## src/hw/rtl/lzss_pkg.sv

```systemverilog
// Shared types and constants for the LZSS decompressor.
package lzss_pkg;

	// window geometry
	localparam int WIN_AW = 12;
	localparam int WIN_DEPTH = 1 << WIN_AW;
	localparam int FILL_W = WIN_AW + 1;
	localparam logic [WIN_AW-1:0] WIN_START = 12'hFF0;

	// match token layout
	localparam int LEN_W = 5;
	localparam int MATCH_MIN = 3;
	localparam logic [8:0] FLAG_MARK = 9'h100;

	typedef struct packed {
		logic [7:0] in_byte;
		logic in_last;
	} in_word_t;

	typedef struct packed {
		logic [7:0] out_byte;
		logic byte_valid;
		logic stream_done;
		logic stream_error;
		logic last_of_run;
	} out_word_t;

	typedef enum logic [1:0] {
		PH_FLAG,
		PH_TOKEN,
		PH_MATCH2
	} phase_t;

	typedef enum logic [1:0] {
		CMD_LIT,
		CMD_MATCH,
		CMD_STATUS
	} cmd_kind_t;

	// one command from the parser to the copy engine
	typedef struct packed {
		cmd_kind_t kind;
		logic [WIN_AW-1:0] data;
		logic [LEN_W-1:0] len;
		logic status_after;
		logic status_err;
	} cmd_t;

	typedef enum logic [2:0] {
		BK_IDLE,
		BK_LIT,
		BK_READ,
		BK_EMIT,
		BK_STATUS
	} back_state_t;

endpackage

```

## src/hw/rtl/lzss_cmd_queue.sv

```systemverilog
// Small command FIFO between the parser and the copy engine.
module lzss_cmd_queue
	import lzss_pkg::*;
#(
	parameter int DEPTH = 4
) (
	input  logic clk,
	input  logic arst_n,
	input  logic push,
	input  cmd_t push_cmd,
	output logic full,
	input  logic pop,
	output cmd_t head_cmd,
	output logic empty
);

	localparam int PW = $clog2(DEPTH);
	localparam int CW = $clog2(DEPTH + 1);

	cmd_t          entry_q [DEPTH];
	logic [PW-1:0] wr_ptr_q;
	logic [PW-1:0] rd_ptr_q;
	logic [CW-1:0] cnt_q;
	logic          do_push;
	logic          do_pop;

	assign full = (cnt_q == CW'(DEPTH));
	assign empty = (cnt_q == '0);
	assign do_push = push && !full;
	assign do_pop = pop && !empty;
	assign head_cmd = entry_q[rd_ptr_q];

	// store entries
	always_ff @(posedge clk) begin
		if (do_push) begin
			entry_q[wr_ptr_q] <= push_cmd;
		end
	end

	// advance pointers and count
	always_ff @(posedge clk or negedge arst_n) begin
		if (!arst_n) begin
			wr_ptr_q <= '0;
			rd_ptr_q <= '0;
			cnt_q <= '0;
		end else begin
			if (do_push) begin
				wr_ptr_q <= (wr_ptr_q == PW'(DEPTH - 1)) ? '0 : wr_ptr_q + PW'(1);
			end
			if (do_pop) begin
				rd_ptr_q <= (rd_ptr_q == PW'(DEPTH - 1)) ? '0 : rd_ptr_q + PW'(1);
			end
			if (do_push && !do_pop) begin
				cnt_q <= cnt_q + CW'(1);
			end else if (do_pop && !do_push) begin
				cnt_q <= cnt_q - CW'(1);
			end
		end
	end

endmodule

```

## config.mk

```make
export PLATFORM = sky130hd
export DESIGN_NAME = lzss_cmd_queue
export DESIGN_NICKNAME = d
export VERILOG_FILES = /design/src/hw/rtl/lzss_pkg.sv /design/src/hw/rtl/lzss_cmd_queue.sv
export SDC_FILE = /design/constraint.sdc
export NUM_CORES = 1
export LEC_CHECK = 0
export CAP_MARGIN = 20
export CORE_MARGIN = 2
export CORE_UTILIZATION = 40
export CTS_CLUSTER_DIAMETER = 50
export DETAILED_ROUTE_END_ITERATION = 8
export DONT_BUFFER_PORTS = 1
export PLACE_DENSITY_LB_ADDON = 0.25
export SETUP_SLACK_MARGIN = 0.4
export SLEW_MARGIN = 5
export SYNTH_ARGS = -nofsm -noshare
export SYNTH_HDL_FRONTEND = slang
export SYNTH_SLANG_ARGS = --single-unit
```

## constraint.sdc

```tcl
create_clock -name clk -period 4.1 [get_ports clk]
set_input_delay 0.615 -clock clk [delete_from_list [all_inputs] [get_ports clk]]
set_output_delay 0.615 -clock clk [all_outputs]
set_load 0.05 [all_outputs]
```

==> results.yml <==
die:
  io_pins: 48
  die_h_microns: 97.5
  initial_utilization: 0.407
  die_area_sq_um: 9500
  die-width_microns: 97.5
  core_area_sq_um: 8590
  num_rows: 34
synth:
  synth_seq_cells: 91
  synth_top_cell_by_area: "edfxtp_1"
  ys_seq_area_frac: 0.772
  synth_top_area_frac: 0.722
  synth.avg_cell_area_sq_um: 23.8
  synthTopCellsByArea: "edfxtp_1 72%, mux4_2 14%, dfrtp_1 5.0%, ha_1 2.1%, buf_6 0.97%"
  synth_cell_type_count: 20
  synth.net_count: 179
  syn_inst: 147
  syn_area_sq_um: 3500
  yosys_warnings: 0
min_path:
  min_from: "push_cmd[11]"
  whs_path_depth: 0
  hold_end: "entry_q[2][11]$_DFFE_PP_"
  hold_path_class: "in2reg"
clock_network:
  cts-root-buf: "clkbuf_8"
  clkLatencyLatePin_ps: 340
  post_cts_buffers: 0
  cts_resized: 0
  cts.sinks: 91
  tritoncts: "yes"
  cts_max_level: 3
  cts_hold_repair.buffers: 1
  cts_buffers: 9
  max-clock-path-buffers: 2
  clk_pin_slew_ps: 80
sta:
  rsz0062_at_grt: "no"
  finalCriticalPeriod_ps: 2640
  worstMarginPinSlew_ps: 1110
  relSlewSlack: 0.262
  worst_slack_ps: 1460
  fin_crit_sh: 0.643
  finClkSkew_ps: 7.14
  fin_setup_tns_ps: 0
  fmaxAchievable_mhz: 379
  maxSlewViolCount: 0
  setup_viol: 0
  hold_viol: 0
detailed_routing:
  initialDrtViolationCount: 47
  antenna_left: 0
  wire_per_inst_microns: 21.0
  routed_wl_mm: 5.64
  vias_per_cell: 5.31
  num_vias: 1429
  drc: 0
  firstDrtPassIters: 4
setup_path:
  reg2reg_to: "cnt_q[1]$_DFFE_PN0P_"
  worstPathMaxFanout: 23
  cp-start-kind: "register"
  critical-path-top-delay-family: "flip-flops"
  reg2reg_from: "cnt_q[0]$_DFFE_PN0P_"
  r2r_cells: 6
  rrSetupSlack_ps: 1660
  critPathSlowestCell: "dfrtp_1"
  critical_path_class: "reg2out"
  worstPathCellList: "mux4_2"
  critical_path.max_stage_delay_ps: 1080
  worstPathRequired_ps: 3480
  crit_path_end_kind: "output port"
  cp_num_buf_inv: 0
  arrival_ps: 2020
grt:
  grt_usage: 0.131
  gr-total-overflow: 0
  grt_max_degree: 25
  grt_pass1_wl_mm: 9.09
  grt_pass1_vias: 1641
  antenna_found_initial: 0
layout:
  diodes: 0
  nets: 191
  fill_cells: 730
  syn2layout_area_growth_pct: 8.91
  layout_common_cells: "84 x edfxtp_1, 21 x mux4_2, 9 x clkbuf_8, 6 x ha_1, 6 x dfrtp_1"
  drive_gt1_frac: 0.273
  final_common_cell: "edfxtp_1"
  fin_util: 0.443
  stdcell_count: 269
placement:
  dp_hpwl_mm: 3.63
  io_buffers: 0
  dp.cells: 255
  place_congestion: 0.672
  pre_cts_ws_ps: 1670
power_and_ir_drop:
  p_leak_uw: 0.00124
  fin_total_pwr_uw: 3070
  p_per_area_nw_per_um2: 806
  irDropWorstVdd_mv: 0.395
status:
  status: "finished, final reports clean"
run:
  drv_cap: 0
[cells in the mapped netlist]
| cell type | n |
|---|---|
| a21o_1 | 1 |
| nor3b_4 | 1 |
| mux2_4 | 2 |
| nor2b_4 | 1 |
| fa_1 | 1 |
| ha_1 | 6 |
| inv_1 | 3 |
| o31ai_2 | 1 |
| mux2_1 | 2 |
| nor2_1 | 3 |
| mux4_2 | 21 |
| nand2_1 | 1 |
| xor2_1 | 2 |
| nor3_1 | 2 |
| buf_2 | 2 |
| and2_1 | 3 |
| edfxtp_1 | 84 |
| buf_6 | 3 |
| xnor2_1 | 1 |
| dfrtp_1 | 7 |
[flip-flops by register name, summed over array words and instances (netlist names)]
| register | count |
|---|---|
| rd_ptr_q | 2 |
| wr_ptr_q | 2 |
| cnt_q | 3 |
| entry_q | 84 |
[worst max-delay path by stage]
stage                                        from              endpoint  slack (ps)  depth (start not counted)
after global placement       cnt_q[0]$_DFFE_PN0P_  cnt_q[1]$_DFFE_PN0P_        1770                          6
after global routing      rd_ptr_q[0]$_DFFE_PN0P_          head_cmd[12]        1330                          1
after floorplan              cnt_q[0]$_DFFE_PN0P_  cnt_q[1]$_DFFE_PN0P_        1830                          6
after detailed placement     cnt_q[0]$_DFFE_PN0P_  cnt_q[1]$_DFFE_PN0P_        1670                          6
after CTS                 rd_ptr_q[0]$_DFFE_PN0P_           head_cmd[8]        1380                          1
final                     rd_ptr_q[1]$_DFFE_PN0P_           head_cmd[8]        1460                          1
[cell type report]
type / count / area [sq um] / area share
multi-input cells: 48 / 746 / 0.196
repair buffers: 6 / 47.5 / 0.0125
flip-flops and latches: 91 / 2700 / 0.709
clock inverters: 4 / 45.0 / 0.0118
inverters: 3 / 11.3 / 0.00296
well taps: 108 / 135 / 0.0355
clock buffers: 9 / 124 / 0.0325
[power by group]
part	internal, uW	switching, uW
registers	1230	188
logic	343	768
clock network	267	268
total	1840	1220
[routing by layer]
| layer | routed length [microns] | part of all wire | GRT usage | vias to the layer above |
|---|---|---|---|---|
| met5 | 0 | 0 | 0 | - |
| met4 | 63 | 0.011 | 0.0577 | 0 |
| met3 | 401 | 0.071 | 0.0482 | 6 |
| met2 | 3040 | 0.54 | 0.223 | 39 |
| met1 | 2130 | 0.38 | 0.148 | 763 |
| li1 | - | - | - | 621 |
[kinds of logic after synthesis]
logic type	after synthesis	share of synthesized area
compound gates	2	0.00573
xor+xnor	3	0.00752
fa+ha+maj	7	0.0272
buf+inv	8	0.0157
flops	91	0.772
mux	25	0.150
simple gates	11	0.0218
[stage by stage]
step           instance area [sq um]  hold WS [ps]
4_1_cts                         3810           345
3_5_place_dp                    3630           320
2_1_floorplan                   3500           319
6_report                        3810           366
5_1_grt                         3810           334
3_3_place_gp                    3630           320
Note: power is estimated with default switching activity, not from simulation.
