$ cat config.mk
export PLATFORM = sky130hd
export DESIGN_NAME = lzss_front
export DESIGN_NICKNAME = d
export VERILOG_FILES = /design/src/hw/rtl/lzss_pkg.sv /design/src/hw/rtl/lzss_front.sv
export SDC_FILE = /design/constraint.sdc
export NUM_CORES = 1
export LEC_CHECK = 0
export BUFFER_PORTS_ARGS = -buffer_cell sky130_fd_sc_hd__buf_4
export CORE_ASPECT_RATIO = 0.75
export CORE_UTILIZATION = 35
export CTS_CLUSTER_DIAMETER = 150
export DETAILED_ROUTE_END_ITERATION = 12
export GPL_ROUTABILITY_DRIVEN = 0
export PLACE_DENSITY = 0.48
export REMOVE_ABC_BUFFERS = 1
export SLEW_MARGIN = 20
export SYNTH_ARGS = -nofsm -noshare
export SYNTH_HDL_FRONTEND = slang
export SYNTH_SLANG_ARGS = --single-unit
$ cat constraint.sdc
create_clock -name clk -period 8.3 [get_ports clk]
set_input_delay 1.66 -clock clk [delete_from_list [all_inputs] [get_ports clk]]
set_output_delay 1.66 -clock clk [all_outputs]
set_load 0.05 [all_outputs]
$ cat src/hw/rtl/lzss_pkg.sv
// Shared types and constants for the LZSS decompressor.
package lzss_pkg;

	// window geometry
	localparam int WIN_AW = 12;
	localparam int WIN_DEPTH = 1 << WIN_AW;
	localparam int FILL_W = WIN_AW + 1;
	localparam logic [WIN_AW-1:0] WIN_START = 12'hFF0;

	// match token layout
	localparam int LEN_W = 5;
	localparam int MATCH_MIN = 3;
	localparam logic [8:0] FLAG_MARK = 9'h100;

	typedef struct packed {
		logic [7:0] in_byte;
		logic in_last;
	} in_word_t;

	typedef struct packed {
		logic [7:0] out_byte;
		logic byte_valid;
		logic stream_done;
		logic stream_error;
		logic last_of_run;
	} out_word_t;

	typedef enum logic [1:0] {
		PH_FLAG,
		PH_TOKEN,
		PH_MATCH2
	} phase_t;

	typedef enum logic [1:0] {
		CMD_LIT,
		CMD_MATCH,
		CMD_STATUS
	} cmd_kind_t;

	// one command from the parser to the copy engine
	typedef struct packed {
		cmd_kind_t kind;
		logic [WIN_AW-1:0] data;
		logic [LEN_W-1:0] len;
		logic status_after;
		logic status_err;
	} cmd_t;

	typedef enum logic [2:0] {
		BK_IDLE,
		BK_LIT,
		BK_READ,
		BK_EMIT,
		BK_STATUS
	} back_state_t;

endpackage

$ cat src/hw/rtl/lzss_front.sv
// Token parser: accepts compressed words, tracks flags and limits, issues commands.
module lzss_front
	import lzss_pkg::*;
(
	input  logic        clk,
	input  logic        arst_n,
	input  logic        cfg_we,
	input  logic [31:0] cfg_wdata,
	input  logic        in_valid,
	output logic        in_ready,
	input  in_word_t    in_data,
	input  logic        q_full,
	output logic        q_push,
	output cmd_t        q_cmd
);

	logic [31:0] limit_q;
	logic [31:0] count_q;
	logic [8:0]  flags_q;
	logic [7:0]  low_q;
	phase_t      phase_q;
	logic        finished_q;

	logic [31:0] count_d;
	logic [8:0]  flags_d;
	logic [7:0]  low_d;
	phase_t      phase_d;
	logic        finished_d;

	logic        accept;
	logic        full;
	logic [LEN_W-1:0] mlen;
	logic [32:0] msum;
	logic [8:0]  flags_sh;

	assign in_ready = !q_full;
	assign accept = in_valid && in_ready;
	assign full = (count_q >= limit_q);
	assign mlen = LEN_W'(in_data.in_byte[3:0]) + LEN_W'(MATCH_MIN);
	assign msum = {1'b0, count_q} + 33'(mlen);
	assign flags_sh = flags_q >> 1;

	// classify the accepted word and pick the next parser state
	always_comb begin
		count_d = count_q;
		flags_d = flags_q;
		low_d = low_q;
		phase_d = phase_q;
		finished_d = finished_q;
		q_push = 1'b0;
		q_cmd.kind = CMD_STATUS;
		q_cmd.data = {4'h0, in_data.in_byte};
		q_cmd.len = mlen;
		q_cmd.status_after = 1'b0;
		q_cmd.status_err = 1'b0;
		if (accept) begin
			if (finished_q) begin
				// swallow until the last word
				if (in_data.in_last) begin
					finished_d = 1'b0;
					count_d = '0;
					flags_d = '0;
					low_d = '0;
					phase_d = PH_FLAG;
				end
			end else begin
				unique case (phase_q)
					PH_FLAG: begin
						if (full || in_data.in_last) begin
							q_push = 1'b1;
							q_cmd.kind = CMD_STATUS;
							q_cmd.status_err = !full;
						end else begin
							flags_d = {1'b0, in_data.in_byte} | FLAG_MARK;
							phase_d = PH_TOKEN;
						end
					end
					PH_TOKEN: begin
						if (flags_q[0]) begin
							q_push = 1'b1;
							if (full) begin
								q_cmd.kind = CMD_STATUS;
								q_cmd.status_err = 1'b1;
							end else begin
								q_cmd.kind = CMD_LIT;
								q_cmd.status_after = in_data.in_last;
								count_d = count_q + 32'd1;
								flags_d = flags_sh;
								phase_d = (flags_sh > 9'd1) ? PH_TOKEN : PH_FLAG;
							end
						end else if (in_data.in_last) begin
							q_push = 1'b1;
							q_cmd.kind = CMD_STATUS;
							q_cmd.status_err = 1'b1;
						end else begin
							low_d = in_data.in_byte;
							phase_d = PH_MATCH2;
						end
					end
					PH_MATCH2: begin
						q_push = 1'b1;
						if (msum > {1'b0, limit_q}) begin
							q_cmd.kind = CMD_STATUS;
							q_cmd.status_err = 1'b1;
						end else begin
							q_cmd.kind = CMD_MATCH;
							q_cmd.data = {in_data.in_byte[7:4], low_q};
							q_cmd.status_after = in_data.in_last;
							count_d = msum[31:0];
							flags_d = flags_sh;
							phase_d = (flags_sh > 9'd1) ? PH_TOKEN : PH_FLAG;
						end
					end
					default: begin
						phase_d = PH_FLAG;
					end
				endcase
				// end of stream: reset on the last word, otherwise wait for it
				if (q_push && (q_cmd.kind == CMD_STATUS || q_cmd.status_after)) begin
					if (in_data.in_last) begin
						count_d = '0;
						flags_d = '0;
						low_d = '0;
						phase_d = PH_FLAG;
					end else begin
						finished_d = 1'b1;
					end
				end
			end
		end
	end

	// parser state
	always_ff @(posedge clk or negedge arst_n) begin
		if (!arst_n) begin
			count_q <= '0;
			flags_q <= '0;
			low_q <= '0;
			phase_q <= PH_FLAG;
			finished_q <= 1'b0;
		end else begin
			count_q <= count_d;
			flags_q <= flags_d;
			low_q <= low_d;
			phase_q <= phase_d;
			finished_q <= finished_d;
		end
	end

	// output limit register
	always_ff @(posedge clk or negedge arst_n) begin
		if (!arst_n) begin
			limit_q <= '0;
		end else if (cfg_we) begin
			limit_q <= cfg_wdata;
		end
	end

endmodule

==> flow_summary.ini, run 1 <==
[clock_network]
htree_levels = 3
root_buffer = clkbuf_16
insertion_delay_ns = 0.36
cts_tree = built
cts_made_buffers = 9
cts.hold.buffers_added = 0
numClockSinks = 84
clk_pin_slew_ns = 0.06
clk_path_buf_depth = 2

[synthesis]
synthArstFlopShare = 1.00
synth_xor_area_frac = 0.0429
syn_inst = 896
syn_area_per_cell_um2 = 8.43
yosysTopAreaCell = dfrtp_1
synthMuxAreaShare = 0.0161
ys_seq_elements = 84
synth_edf_count = 0
yosys_warnings = 0
synth_compound_area_frac = 0.256
synth_simple_gate_area_frac = 0.216
syn-cell-area_um2 = 7550
synth_fa_ha_area_frac = 0.129
synthTopCellsByArea = dfrtp_1, ha_1, nand2_1
synthDistinctLibCells = 85
synth_flop_cell = dfrtp_1
synth_top_family_by_area = compound AO/OA/AOI/OAI gates
synth_top_area_frac = 0.278
yosysSeqAreaShare = 0.278

[layout]
nFillCells = 2176
n_antenna_cell = 0
synthToLayoutAreaGrowth_pct = 14.3
drive_above_1_share = 0.151
final_common_cell = nand2_1
final_net_count = 1063
most-common-layout-cells = nand2_1, dfrtp_1, buf_4, ha_1, o21ai_0
final-instance-count-excl-fill = 1233

[global_route]
antenna_found_initial = 0
grt_remaining_overflow = 0
grt_usage = 0.248
first_global_vias = 6637
grt_max_degree = 64
grt_pass1_wl_um = 41200

[power_and_ir_drop]
p_switching_uw = 588
power.total_uw = 1450
intPower_uw = 865
power_density_nw_per_um2 = 168
seqPwrFrac = 0.346
switching_share = 0.405
pwr-share-clk = 0.296
cellLeakagePower_uw = 0.00388
peakVddDrop_v = 0.0000807
combPwrFrac = 0.357

[hold_path]
min_path_type = register to register
min_from = low_q[5]$_DFFE_PN0P_

[route]
firstDrtPassIters = 6
final_antenna_net_count = 0
wl_per_cell_um = 21.9
wirelength_um = 27000
vias = 7346
first_iter_violations = 900
viasPerCell = 5.96
drc_errors = 0

[timing]
setup_viol = 0
maxClockFrequency_ghz = 0.125
max-slew-margin-rel = 0.249
holdWs_ns = 0.497
fin_skew_ns = 0.00896
finalCritPeriodShare = 0.961
rsz0062_at_grt = no
fin_ws_ns = 0.326
hold_viol_final = 0
finalCriticalPeriod_ns = 7.97
drv_slew = 0
worst-slew-pin-transition_ns = 1.12

[worst_setup_path]
crit_required_ns = 6.64
end_kind = output port
slowest_delay_ns = 0.46
crit_path_end = q_cmd[1]
cp_slowest_cell = nor4_2
worstRegToRegCells = 15
timing.critical_path.fanout_max = 6
cp-startpoint = in_data[1]
crit_type = input port to output port
start_kind = input port
crit_chain = buf_4 > inv_1 > ha_1 > and3b_1 > ha_1 > and2_1 > o21a_1 > a21o_1 > nand2_1 > or2_2 > xnor2_1 > ha_1 > nand4_1 > nor4_2 > nand4_1 > nor3b_2 > a21o_1 > a21oi_1 > nor4_1 > buf_4
crit_cells = 20
timing.rr.start = count_q[11]$_DFFE_PN0P_
r2r_slack_ns = 2.69
critical-path-top-delay-family = simple AND/OR/NAND/NOR gates
path_common_cell = ha_1
timing.rr.end = count_q[18]$_DFFE_PN0P_
arrival_ns = 6.31
path_buf_inv = 3

[placed_design]
place_ws_ns = 0.0467
portBuffers = 68
dp.cells = 1217
hpwl_um = 20700

[die]
fp-row-count = 46
die_x_um = 172
coreArea_um2 = 21100
fp.dieH_um = 129
start_util = 0.357
die_area_um2 = 22200
ioPinCount = 69

[run_status]
status = finished clean

[job]
max_cap_viol_count = 0
## sequential cells by signal, summed over array words and instances (netlist names)
signal      count
low_q           8
phase_q         2
limit_q        32
finished_q      1
flags_q         9
count_q        32
## cell usage after synthesis (4+ instances only)
library cell,number
nand3_1,27
nor2_1,41
o21ai_1,5
a22o_1,9
o31a_1,6
o211ai_1,10
inv_1,62
a221oi_1,5
dfrtp_1,84
nand2b_1,4
nor3_1,17
or3_1,5
a221o_1,12
nor4_1,11
ha_1,76
a32oi_1,7
nand4_1,24
a21o_1,10
a211o_1,5
a22oi_1,5
xnor2_1,23
nand2_1,102
buf_2,10
o31ai_1,7
and3_1,21
xor2_1,14
and2_1,14
a21oi_1,45
clkbuf_1,33
nor3_2,4
o22ai_1,6
a31oi_1,15
o21ai_0,65
mux2_2,9
a211oi_1,8
and4_1,11
## through the flow
step                cell area, um2   util  TNS, ns
global placement              8310  0.393        0
finish                        8630  0.408        0
detailed placement            8310  0.393        0
floorplan                     7320      -    -4.14
CTS                           8610  0.408        0
global route                  8630  0.408        0
## layer usage
| layer | up-vias | track usage | part of all wire |
|---|---|---|---|
| met3 | 55 | 0.0565 | 0.086 |
| met2 | 346 | 0.323 | 0.38 |
| met1 | 3501 | 0.395 | 0.52 |
| li1 | 3444 | - | - |
| met5 | - | 0 | 0 |
| met4 | 0 | 0.0646 | 0.020 |
## power by group through the flow
stage | sequential (uW) | combinational [uW] | clock, uW
floorplan | 493 | 335 | 0
finish | 503 | 519 | 430
global placement | 511 | 513 | 0
detailed placement | 510 | 509 | 0
CTS | 502 | 512 | 442
global route | 511 | 563 | 456
## cells by family (layout without fill, tap and decap cells)
| family | after synthesis | in the layout |
|---|---|---|
| compound gates | 268 | 268 |
| xor+xnor | 37 | 37 |
| fa+ha+maj | 77 | 77 |
| buf+inv | 113 | 162 |
| flops | 84 | 84 |
| mux | 11 | 11 |
| simple gates | 306 | 306 |
## layout make-up
| cell class | instances | area, um2 | area share |
|---|---|---|---|
| timing repair buffer | 84 | 631 | 0.0731 |
| multi-input combinational | 699 | 5000 | 0.580 |
| clock buffer | 9 | 225 | 0.0261 |
| tap | 288 | 360 | 0.0418 |
| inverter | 62 | 233 | 0.0270 |
| sequential | 84 | 2100 | 0.244 |
| clock inverter | 7 | 73.8 | 0.00856 |
## how the worst min path moves through the flow
stage / end / cells after the start
2_1_floorplan: low_q[0]$_DFFE_PN0P_ / 1
3_3_place_gp: low_q[4]$_DFFE_PN0P_ / 1
3_5_place_dp: low_q[7]$_DFFE_PN0P_ / 1
4_1_cts: low_q[5]$_DFFE_PN0P_ / 1
5_1_grt: low_q[5]$_DFFE_PN0P_ / 1
6_report: low_q[5]$_DFFE_PN0P_ / 1
## timing repair
| item | in CTS | in global routing |
|---|---|---|
| gates resized for setup | 0 | 3 |
| endpoints found under the setup margin | 0 | 15 |
| buffers inserted | 0 | 0 |
Power figures use the tool's default switching activity.
==> inputs of run 2 (changes only) <==
- ABC_AREA: unset -> 1
- PLACE_DENSITY: 0.48 -> 0.47
==> flow_summary.ini, run 2 <==
[synthesis]
synthTopCellsByArea = dfrtp_1, nand2_1, ha_1
synth_edf_count = 0
synth_top_area_frac = 0.235
syn_area_per_cell_um2 = 6.26
syn_inst = 1428
yosysMostFrequentCell = nand2_1
yosys_warnings = 0
syn-cell-area_um2 = 8940
synthDistinctLibCells = 41
yosysTopAreaCell = dfrtp_1
synth_flop_cell = dfrtp_1
yosys-top-cells-count = nand2_1, inv_1, nor2_1, o21ai_0, nand3_1
synthArstFlopShare = 1.00
ys_seq_elements = 84
yosysSeqAreaShare = 0.235

[layout]
reg_top3 = count_q x32, limit_q x32, flags_q x9
drive_above_1_share = 0.0962
fin_area_um2 = 9970
most-common-layout-cells = nand2_1, inv_1, nor2_1, o21ai_0, nand3_1
nFillCells = 2757
n_antenna_cell = 0
synthToLayoutAreaGrowth_pct = 11.6
final_net_count = 1574
fin_util = 0.399
final_common_cell = nand2_1

[timing]
holdWs_ns = 0.550
maxClockFrequency_ghz = 0.127
fin_skew_ns = 0.0126
setup_viol = 0
drv_slew = 0
finalCriticalPeriod_ns = 7.90
rsz0062_at_grt = no
max-slew-margin-rel = 0.411
tns_ns = 0
worst-slew-pin-transition_ns = 0.883
hold_viol_final = 0
finalCritPeriodShare = 0.951

[worst_setup_path]
crit_type = input port to output port
timing.rr.start = count_q[0]$_DFFE_PN0P_
crit_path_end = q_cmd[11]
end_kind = output port
cp-startpoint = in_data[1]
start_kind = input port
crit_required_ns = 6.64
r2r_slack_ns = 2.94
timing.rr.end = count_q[27]$_DFFE_PN0P_
timing.critical_path.fanout_max = 21
worstRegToRegCells = 27
arrival_ns = 6.24

[clock_network]
cts_tree = built
clk_pin_slew_ns = 0.06
root_buffer = clkbuf_16
htree_levels = 3
clk_path_buf_depth = 2
cts_made_buffers = 9
insertion_delay_ns = 0.38
numClockSinks = 84

[global_route]
grt_max_degree = 64
antenna_found_initial = 0
grt_usage = 0.258
first_global_vias = 8643
grt_pass1_wl_um = 51800
grt_remaining_overflow = 0

[power_and_ir_drop]
cellLeakagePower_uw = 0.00489
pwr-share-clk = 0.136
intPower_uw = 1400
power_density_nw_per_um2 = 320
power.total_uw = 3190
combPwrFrac = 0.610
switching_share = 0.561
seqPwrFrac = 0.254
peakVddDrop_v = 0.000126
p_switching_uw = 1790

[route]
drc_errors = 0
vias = 9292
wl_per_cell_um = 18.4
wirelength_um = 33000
firstDrtPassIters = 5
viasPerCell = 5.18
first_iter_violations = 869
final_antenna_net_count = 0

[die]
coreArea_um2 = 25000
start_util = 0.357
die_x_um = 187
ioPinCount = 69
fp.dieH_um = 140
die_area_um2 = 26200
fp-row-count = 50

[hold_path]
min_path_type = register to register
whs_path_depth = 2

[job]
max_cap_viol_count = 0

[placed_design]
portBuffers = 68
placed_cell_area_um2 = 9660
hpwl_um = 24100

[run_status]
status = finished clean
-- run 2: changes by cell type after synthesis, sizes merged, moves of 13 or more --
cell | before | now
nand2 | 103 | 403
nor2 | 41 | 160
inv | 62 | 162
nand3 | 27 | 117
o21ai | 70 | 114
xor2 | 14 | 46
a21oi | 48 | 76
and3 | 21 | 0
xnor2 | 23 | 2
nand4 | 26 | 42
and2 | 14 | 0
buf | 17 | 30
nor3 | 23 | 36
-- run 2: worst max-delay path, cell delays in order --
cell and delay (ns):
buf_4 0.09, inv_1 0.09, ha_1 0.24, nor3_1 0.33, ha_1 0.26, nand2_1 0.08
o21ai_0 0.16, a21oi_1 0.07, inv_1 0.10, nand3_1 0.24, nor2_1 0.44, nand2_1 0.13
xor2_1 0.18, ha_1 0.42, nand4_1 0.14, nor2_1 0.10, nand2_1 0.09, nor4_1 0.28
nand2_1 0.17, nand2_4 0.10, nand2_1 0.06, inv_1 0.13, nand2_2 0.20, o21ai_0 0.24
buf_4 0.22
-- run 2: cell type report --
cell class                      count  area [um2]  share of cell area
Clock buffer                       12         256              0.0257
Inverter                          165         619              0.0621
Tap cell                          338         423              0.0424
Multi-Input combinational cell   1103        5870               0.588
Timing Repair Buffer               88         661              0.0662
Clock inverter                      4        47.5             0.00477
Sequential cell                    84        2100               0.211
-- run 2: power groups by stage --
stage,combinational (uW),clock [uW],sequential [uW]
finish,1950,435,810
global route,2190,464,842
CTS,1920,449,803
detailed placement,1910,0,811
global placement,1910,0,813
floorplan,1310,0,722
-- run 2: worst min-delay path by stage --
stage                                 from                endpoint
CTS                   low_q[6]$_DFFE_PN0P_    low_q[6]$_DFFE_PN0P_
finish                low_q[6]$_DFFE_PN0P_    low_q[6]$_DFFE_PN0P_
floorplan           phase_q[1]$_DFFE_PN0P_  phase_q[1]$_DFFE_PN0P_
global placement      low_q[6]$_DFFE_PN0P_    low_q[6]$_DFFE_PN0P_
detailed placement    low_q[6]$_DFFE_PN0P_    low_q[6]$_DFFE_PN0P_
global route          low_q[7]$_DFFE_PN0P_    low_q[7]$_DFFE_PN0P_
-- run 2: through the flow --
stage / instances / worst slack, ns
after floorplan: 1352 / -1.71
after global placement: 1778 / 0.330
after detailed placement: 1778 / 0.315
after CTS: 1794 / 0.286
after global routing: 1794 / 0.0424
final: 1794 / 0.403
-- run 2: repair_timing --
action / CTS / global route
buffers inserted: 0 / 0
setup endpoints to repair: 0 / 13
hold buffers: 0 / 0
resized for setup: 0 / 2
-- run 2: logic make-up after synthesis --
| kind of cell | count (synthesis) | synth area share |
|---|---|---|
| multiplexers | 1 | 0.00126 |
| flip-flops | 84 | 0.235 |
| AO/OA/AOI/OAI | 213 | 0.124 |
| XOR/XNOR | 48 | 0.0470 |
| adder cells (fa/ha/maj) | 77 | 0.109 |
| AND/OR/NAND/NOR | 764 | 0.373 |
| buffers and inverters | 241 | 0.111 |
-- run 2: routing by layer --
layer | routed length [um] | GRT usage
met3 | 2180 | 0.0534
met5 | 0 | 0
met4 | 756 | 0.0828
met2 | 12800 | 0.355
met1 | 17200 | 0.392
